`src/hdl/rv32ie_ram.sv`:
```
// Generic single-clock RAM: one write port, one read port, registered read.
// No dependencies.
module rv32ie_ram #(
	parameter int WIDTH = 32,
	parameter int DEPTH = 32
) (
	input  logic                     clk,
	input  logic                     we,
	input  logic [$clog2(DEPTH)-1:0] waddr,
	input  logic [WIDTH-1:0]         wdata,
	input  logic                     re,
	input  logic [$clog2(DEPTH)-1:0] raddr,
	output logic [WIDTH-1:0]         rdata
);

	logic [WIDTH-1:0] mem [DEPTH];

	always_ff @(posedge clk) begin
		if (we) begin
			mem[waddr] <= wdata;
		end
		if (re) begin
			rdata <= mem[raddr];
		end
	end

endmodule
```
`config.mk`:
```
export PLATFORM = sky130hd
export DESIGN_NAME = rv32ie_ram
export DESIGN_NICKNAME = d
export VERILOG_FILES = /design/src/hdl/rv32ie_ram.sv
export SDC_FILE = /design/constraint.sdc
export NUM_CORES = 1
export LEC_CHECK = 0
export BUFFER_PORTS_ARGS = -buffer_cell sky130_fd_sc_hd__buf_2
export CORE_AREA = 2 2 312 314
export CTS_CLUSTER_DIAMETER = 80
export DETAILED_ROUTE_END_ITERATION = 7
export DIE_AREA = 0 0 314 316
export HOLD_SLACK_MARGIN = 0.02
export PLACE_DENSITY = 0.64
export SLEW_MARGIN = 20
export SYNTH_ARGS = -nofsm -noshare
export SYNTH_HDL_FRONTEND = slang
export SYNTH_SLANG_ARGS = --single-unit
```
`constraint.sdc`:
```
create_clock -name clk -period 5.7 [get_ports clk]
set_input_delay 1.14 -clock clk [delete_from_list [all_inputs] [get_ports clk]]
set_output_delay 1.14 -clock clk [all_outputs]
set_load 0.005 [all_outputs]
```
==> results of run 1 <==
==> cell usage after synthesis <==
| library cell | count | area, um2 |
|---|---|---|
| edfxtp_1 | 1056 | 31700 |
| mux2i_1 | 512 | 5120 |
| nand2_1 | 98 | 368 |
| nand3_1 | 98 | 490 |
| a21oi_1 | 96 | 480 |
| a22oi_1 | 96 | 721 |
| a22o_1 | 64 | 561 |
| clkbuf_1 | 46 | 173 |
| nor2_1 | 34 | 128 |
| buf_4 | 33 | 248 |
| a31oi_1 | 32 | 200 |
| nor3_1 | 32 | 160 |
| buf_2 | 26 | 130 |
| buf_6 | 15 | 169 |
| buf_1 | 5 | 18.8 |
| nand3b_1 | 5 | 37.5 |
| or3b_2 | 3 | 26.3 |
| clkbuf_4 | 2 | 15.0 |
| nand2b_1 | 2 | 12.5 |
| and2_1 | 1 | 6.26 |
| and2b_1 | 1 | 7.51 |
| nor2b_1 | 1 | 6.26 |
| or2_2 | 1 | 6.26 |
| or3_1 | 1 | 6.26 |
==> critical path: cells and delay by family <==
kind	cells	cell delay, ns
buffers and inverters	2	1.36
AOI/OAI and AO/OA	2	0.50
muxes	1	0.27
and+or+nand+nor	1	0.16
==> cell families (layout without fill, tap and decap cells) <==
kind of cell / Yosys count / in the layout / share of synthesized area [%]
other cells: 0 / 1 / 0
compound gates: 288 / 288 / 4.81
mux: 512 / 512 / 12.6
simple gates: 277 / 277 / 3.08
flops: 1056 / 1056 / 77.7
buf+inv: 127 / 329 / 1.85
==> how the worst max path moves through the flow <==
stage               slack, ns         end     start  depth (start not counted)
detailed placement       1.90   rdata[21]  raddr[0]                          6
finish                   2.55   rdata[21]  raddr[0]                          6
global route             2.43   rdata[19]  raddr[0]                          6
floorplan                2.13  mem[12][0]  waddr[1]                          3
global placement         1.90   rdata[21]  raddr[0]                          6
CTS                      2.60   rdata[21]  raddr[0]                          6
==> cells in the final DEF, fill, tap and decap left out, types with 3 or more instances in the layout <==
cell	Yosys	final
edfxtp_1	1056	1056
clkinv_2	0	21
nor2_4	0	33
nor3_1	32	32
a22o_1	64	64
mux2i_1	512	512
clkbuf_1	46	17
buf_4	33	46
clkinv_1	0	19
buf_2	26	75
nand3b_1	5	5
buf_16	0	6
a22oi_1	96	96
clkinvlp_4	0	3
clkbuf_16	0	105
a31oi_1	32	32
or3b_2	3	3
clkinv_16	0	4
buf_12	0	19
a21oi_1	96	96
bufinv_16	0	11
nand3_1	98	98
nand2_1	98	97
==> registers in the layout, summed over array words and instances (netlist names) <==
register	cells
mem	1024
rdata	32
==> metrics by stage <==
stage	hold WS [ns]	power, mW	area (um2)
finish	0.677	16.3	46600
global route	0.720	16.7	46600
CTS	0.683	16.4	46500
detailed placement	0.663	9.69	43200
global placement	0.658	9.66	42900
floorplan	0.629	9.30	40800
==> power by group through the flow <==
stage                     clock [mW]  combinational (mW)  sequential, mW
after floorplan                    0               0.446            8.86
after global placement             0               0.798            8.87
after detailed placement           0               0.816            8.87
after CTS                       6.83               0.818            8.71
after global routing            7.14               0.872            8.71
final                           6.73               0.817            8.70
==> per-layer routing <==
| layer | vias to the layer above | track usage (%) |
|---|---|---|
| li1 | 9260 | - |
| met1 | 10967 | 27.1 |
| met2 | 890 | 33.5 |
| met3 | 179 | 3.38 |
| met4 | 4 | 6.85 |
| met5 | - | 0 |
==> layout make-up <==
type                            instances  area, um2  share of cell area, %
Clock buffer                          122       2690                   5.78
Antenna cell                            1       2.50                0.00537
Sequential cell                      1056      31700                   68.1
Multi-Input combinational cell       1077       8610                   18.5
Tap cell                             1276       1600                   3.43
Timing Repair Buffer                  147       1280                   2.75
Clock inverter                         60        667                   1.43
==> results.tsv, run 1 <==
stage	metric	value	unit
clock_network	H-tree Lvls	3	
layout	P&R area growth vs syn	14.1	%
worst_setup_path	CP arrival	3.53	ns
layout	fin nets	2430	
timing	RSZ-0062 raised after global routing	no	
worst_setup_path	Worst path max stage delay	0.73	ns
layout	Final Non-Filler Cells	3739	
power	sw power	3.45	mW
timing	Slew @ Worst Pin	1.09	ns
hold_path	hold crit path type	reg2reg	
clock_network	clock slew at reported path FFs	0.06	ns
global_routing	first-pass GRT wire length	145000	um
outcome	status	completed	
timing	endpoints failing setup	0	
clock_network	cts repair resizes	0	
synth	Synth Cell Area	40800	um2
die	Die Ht	316	um
synth	Post-Syn Instances	2260	
route	Routed WL per cell	26.9	um
route	Post-DRT Antenna Nets	0	
power	VDD IR max	0.000254	V
power	Int Pwr	12.8	mW
hold_path	Hold Path Origin	mem[26][23]	
placed_design	Post-Place Cells	3555	
timing	final hold vios	0	
route	Pre-antenna DRT Iters	6	
placed_design	Port Buf Inserts	76	
clock_network	Longest Clk Path Bufs	3	
timing	clock period minus worst slack	3.15	ns
placed_design	Placer Congestion	0.786	
worst_setup_path	Cell Chain, Critical Path	buf_8 > buf_4 > mux2i_1 > a22oi_1 > a31oi_1 > nand3_1	
synth	sequential-to-total area share from yosys stat	77.7	%
route	vias per inst	5.70	
worst_setup_path	reg2reg start	mem[0][17]	
timing	setup_tns	0	ns
worst_setup_path	Worst R2R Setup Slack	3.94	ns
placed_design	HPWL after detailed placement	58300	um
timing	slew margin rel.	27.3	%
flow_run	max cap viols	0	
layout	fill count	7731	
worst_setup_path	Setup CP Type	in2reg	
worst_setup_path	crit end category	flip-flop	
die	initial core utilization	42.5	%
clock_network	Root Buffer	clkbuf_16	
placed_design	pre-CTS setup slack	1.90	ns
synth	Synth Net Count	2305	
die	die width	314	um
route	Post-Route M1 WL	41200	um
hold_path	WHS Endpoint	rdata[23]	
route	Met3 Wirelength	7250	um
global_routing	Global Route Usage Sum	20.2	%
worst_setup_path	CP max-delay cell	buf_8	
clock_network	cts hold-fix bufs	0	
die	row cnt	114	
route	routed vias	21300	
clock_network	Setup Fix Bufs, Post-CTS	0	
global_routing	antenna violations before repair	5	
worst_setup_path	CP Data Required Time	6.08	ns
layout	Finished Core Util	48.5	%
worst_setup_path	Reg-to-Reg End	rdata[17]	
timing	Layout Skew	0.0410	ns
synth	Synth Area per Inst	18.1	um2
route	DR DRC count	0	
worst_setup_path	CP startpoint kind	primary input	
hold_path	Hold Path Depth	4	
worst_setup_path	FF-to-FF path depth	5	
route	wirelength, routed	101000	um
route	WL met2	49300	um
worst_setup_path	crit path max fanout	96	
global_routing	vias in the first global route	21327	
power	Clk network pwr share	41.4	%
timing	Final Slew Violations	0	
power	power per cell area	349	nW/um2
clock_network	worst skew pair latency	0.69	ns
power	Combinational Power Share	5.0	%
clock_network	CTS Sinks	1056	
power	Seq pwr share	53.5	%
synth	synth unique cells	24	
synth	number of synthesis warnings	0	
clock_network	CTS tree	built	
clock_network	CTS Buf Count	103	
route	DR top layer	met5	
synth	Seq cells post-synth	1056	
timing	maximum clock frequency	317	MHz
die	I/O pins	77	
layout	layout cells sized above 1	13.6	%
die	core box area	96000	um2
global_routing	largest net degree at the start of global routing	97	
timing	Tcrit/Tclk final	55.3	%
global_routing	total global routing overflow	0	
power	leakage	16.0	nW
die	Die ar.	99200	um2
route	Detailed Route Iter0 Violations	2197	
timing	final worst slack	2.55	ns
power	Net Sw Frac	21.3	%
Note: power is estimated with default switching activity, not from simulation.
==> run 2, diff against run 1 <==
Settings changed: ABC_AREA from default to 1, CORE_AREA 2 2 312 314 to 2 2 319 321, DIE_AREA 0 0 314 316 to 0 0 321 323, PLACE_DENSITY 0.64 to 0.66.
Clock period 5.7 ns to 2.8 ns, I/O delays scaled along.
==> run 2 against run 1 <==
Highest routed layer unchanged. Synthesized cell count up 56%. Sequential share of layout area down 2.2 points. Hold slack worse by 0.29 ns. Largest cell class unchanged. Via count up 28%. Register-to-register slack worse by 2.5 ns. Sequential cell count unchanged. Sequential power up 100%. Critical path depth down 5. Count of clock-buffer cells in the layout down 5. Cell count up 34%.
==> results.tsv, run 2 <==
stage	metric	value	unit	change
layout	post-layout instance area	48100	um2	+3.4%
timing	Final Slew Violations	0		unchanged
layout	P&R area growth vs syn	12.7	%	
clock_network	cts hold-fix bufs	0		unchanged
route	Routed WL per cell	23.0	um	-15%
timing	clock period minus worst slack	1.95	ns	
clock_network	H-tree Lvls	3		unchanged
worst_setup_path	CP startpoint kind	flip-flop		
placed_design	Placer Congestion	0.784		-0.14%
timing	final hold vios	0		unchanged
synth	number of synthesis warnings	0		unchanged
route	vias per inst	5.47		-4.0%
layout	layout cells sized above 1	9.98	%	-3.7 points
die	Die ar.	104000	um2	+4.5%
synth	sequential-to-total area share from yosys stat	74.2	%	-3.5 points
clock_network	Root Buffer	clkbuf_16		
route	routed vias	27338		+28%
timing	Layout Skew	0.0189	ns	-0.0221 ns
clock_network	CTS Sinks	1056		unchanged
worst_setup_path	CP max-delay cell	edfxtp_1		
worst_setup_path	CP Data Required Time	2.24	ns	-3.84 ns
layout	Finished Core Util	47.8	%	-0.70 points
worst_setup_path	crit end category	output port		
global_routing	vias in the first global route	25863		+21%
clock_network	CTS Buf Count	97		-5.8%
synth	FFs w/ async S/R, synth	0	%	unchanged
power	VDD IR max	0.000494	V	+94%
synth	post-synth top area cell	edfxtp_1		
power	power per cell area	681	nW/um2	+95%
route	Post-DRT Antenna Nets	0		unchanged
clock_network	worst skew pair latency	0.67	ns	-0.02 ns
timing	setup_tns	0	ns	unchanged
clock_network	clock slew at reported path FFs	0.06	ns	about the same
clock_network	cts repair resizes	0		unchanged
outcome	status	completed		
global_routing	first-pass GRT wire length	169000	um	+16%
global_routing	largest net degree at the start of global routing	97		unchanged
synth	Post-Syn Instances	3536		+56%
layout	Largest regs	mem: 1024 flops, rdata: 32 flops		
worst_setup_path	Bufs and invs on worst path	1		-1
timing	maximum clock frequency	513	MHz	
die	initial core utilization	42.4	%	-0.086 points
worst_setup_path	CP arrival	1.39	ns	-2.14 ns
worst_setup_path	Setup CP Type	reg2out		
power	leakage	17.5	nW	+9.0%
synth	Synth Net Count	3581		+55%
timing	slew margin rel.	42.6	%	+15 points
timing	RSZ-0062 raised after global routing	no		
route	Detailed Route Iter0 Violations	3419		+56%
clock_network	Longest Clk Path Bufs	3		unchanged
global_routing	antenna violations before repair	10		+5
worst_setup_path	Critical Path Source	rdata[15]		
clock_network	Setup Fix Bufs, Post-CTS	0		unchanged
die	die width	321	um	+2.2%
synth	synth unique cells	13		-46%
synth	top cells by area, synth	edfxtp_1 (74%), nand2_1 (13%), nand3_1 (9.1%)		
worst_setup_path	reg2reg start	mem[5][25]		
global_routing	total global routing overflow	0		unchanged
die	row cnt	117		+2.6%
synth	Synth Area per Inst	12.1	um2	-33%
flow_run	max cap viols	0		unchanged
synth	Seq cells post-synth	1056		unchanged
timing	WHS	0.391	ns	-0.286 ns
layout	fin nets	3655		+50%
synth	Top FF cell, synth	edfxtp_1		
power	Tot Pwr	32.8	mW	+100%
die	Die Ht	323	um	+2.2%
route	Pre-antenna DRT Iters	6		unchanged
synth	Post-synth EDFFs	1056		unchanged
clock_network	CTS tree	built		
hold_path	hold crit path type	in2reg		
route	wirelength, routed	115000	um	+14%
layout	most frequent cells in the layout	nand2_1 (1440), edfxtp_1 (1056), nand3_1 (780), clkbuf_16 (99), buf_2 (72)		
layout	max FFs per register	1024		unchanged
synth	top-count cell post-synth	nand2_1		
placed_design	placed inst area	45000	um2	+4.3%
synth	Commonest cells post-synth	nand2_1 (1440), edfxtp_1 (1056), nand3_1 (780)		
layout	most common cell after layout, fill and taps aside	nand2_1		
die	I/O pins	77		unchanged
worst_setup_path	crit path max fanout	1		-99%
hold_path	Hold Path Origin	wdata[3]		
synth	Synth Cell Area	42700	um2	+4.7%
timing	Slew @ Worst Pin	0.860	ns	-0.228 ns
global_routing	Global Route Usage Sum	22.0	%	+1.8 points
placed_design	pre-CTS setup slack	0.485	ns	-1.41 ns
layout	Final Non-Filler Cells	4998		+34%
placed_design	HPWL after detailed placement	60100	um	+3.0%
synth	post-synth top area share	74.2	%	-3.5 points
worst_setup_path	Worst path max stage delay	0.52	ns	-0.21 ns
placed_design	Port Buf Inserts	76		unchanged
die	core box area	101000	um2	+4.9%
timing	final worst slack	0.851	ns	-1.70 ns
route	DR DRC count	0		unchanged
worst_setup_path	Worst path top cell family by delay	flip-flops		
timing	Tcrit/Tclk final	69.6	%	
placed_design	Post-Place Cells	4820		+36%
timing	endpoints failing setup	0		unchanged
worst_setup_path	Cell Chain, Critical Path	buf_2		
layout	largest reg by FF count	mem		
## run 2: logic make-up (layout without fill, tap and decap cells)
family	Yosys count	in the layout	synth area share [%]
simple gates	2252	2252	22.1
flops	1056	1056	74.2
buf+inv	228	379	3.71
other cells	0	2	0
## run 2: final cells by class
cell class,instances,area (um2)
Antenna cell,2,5.00
Clock buffer,117,2540
Clock inverter,59,574
Fill cell,8683,52600
Inverter,10,67.6
Multi-Input combinational cell,2252,9670
Sequential cell,1056,31700
Tap cell,1309,1640
Timing Repair Buffer,193,1940
## run 2: path summary, 6_finish.rpt
check,endpoint,slack [ns],cells past startpoint
setup / recovery,rdata[15],0.85,1
hold / removal,mem[22][3],0.39,1
setup reg to reg,rdata[25],1.45,8
hold reg to reg,rdata[18],0.83,8
## run 2: where the power goes
| part | switching, mW | internal (mW) |
|---|---|---|
| registers | 0.0721 | 17.6 |
| clock network | 5.75 | 7.32 |
| logic | 1.46 | 0.556 |
## run 2: layer usage
| metal | part of all wire, % | global-route usage, % | up-vias |
|---|---|---|---|
| met5 | 0.076 | 0 | - |
| met4 | 3.2 | 8.13 | 14 |
| met3 | 8.0 | 3.42 | 227 |
| met2 | 48 | 35.7 | 1255 |
| met1 | 41 | 30.1 | 13341 |
| li1 | - | - | 12501 |
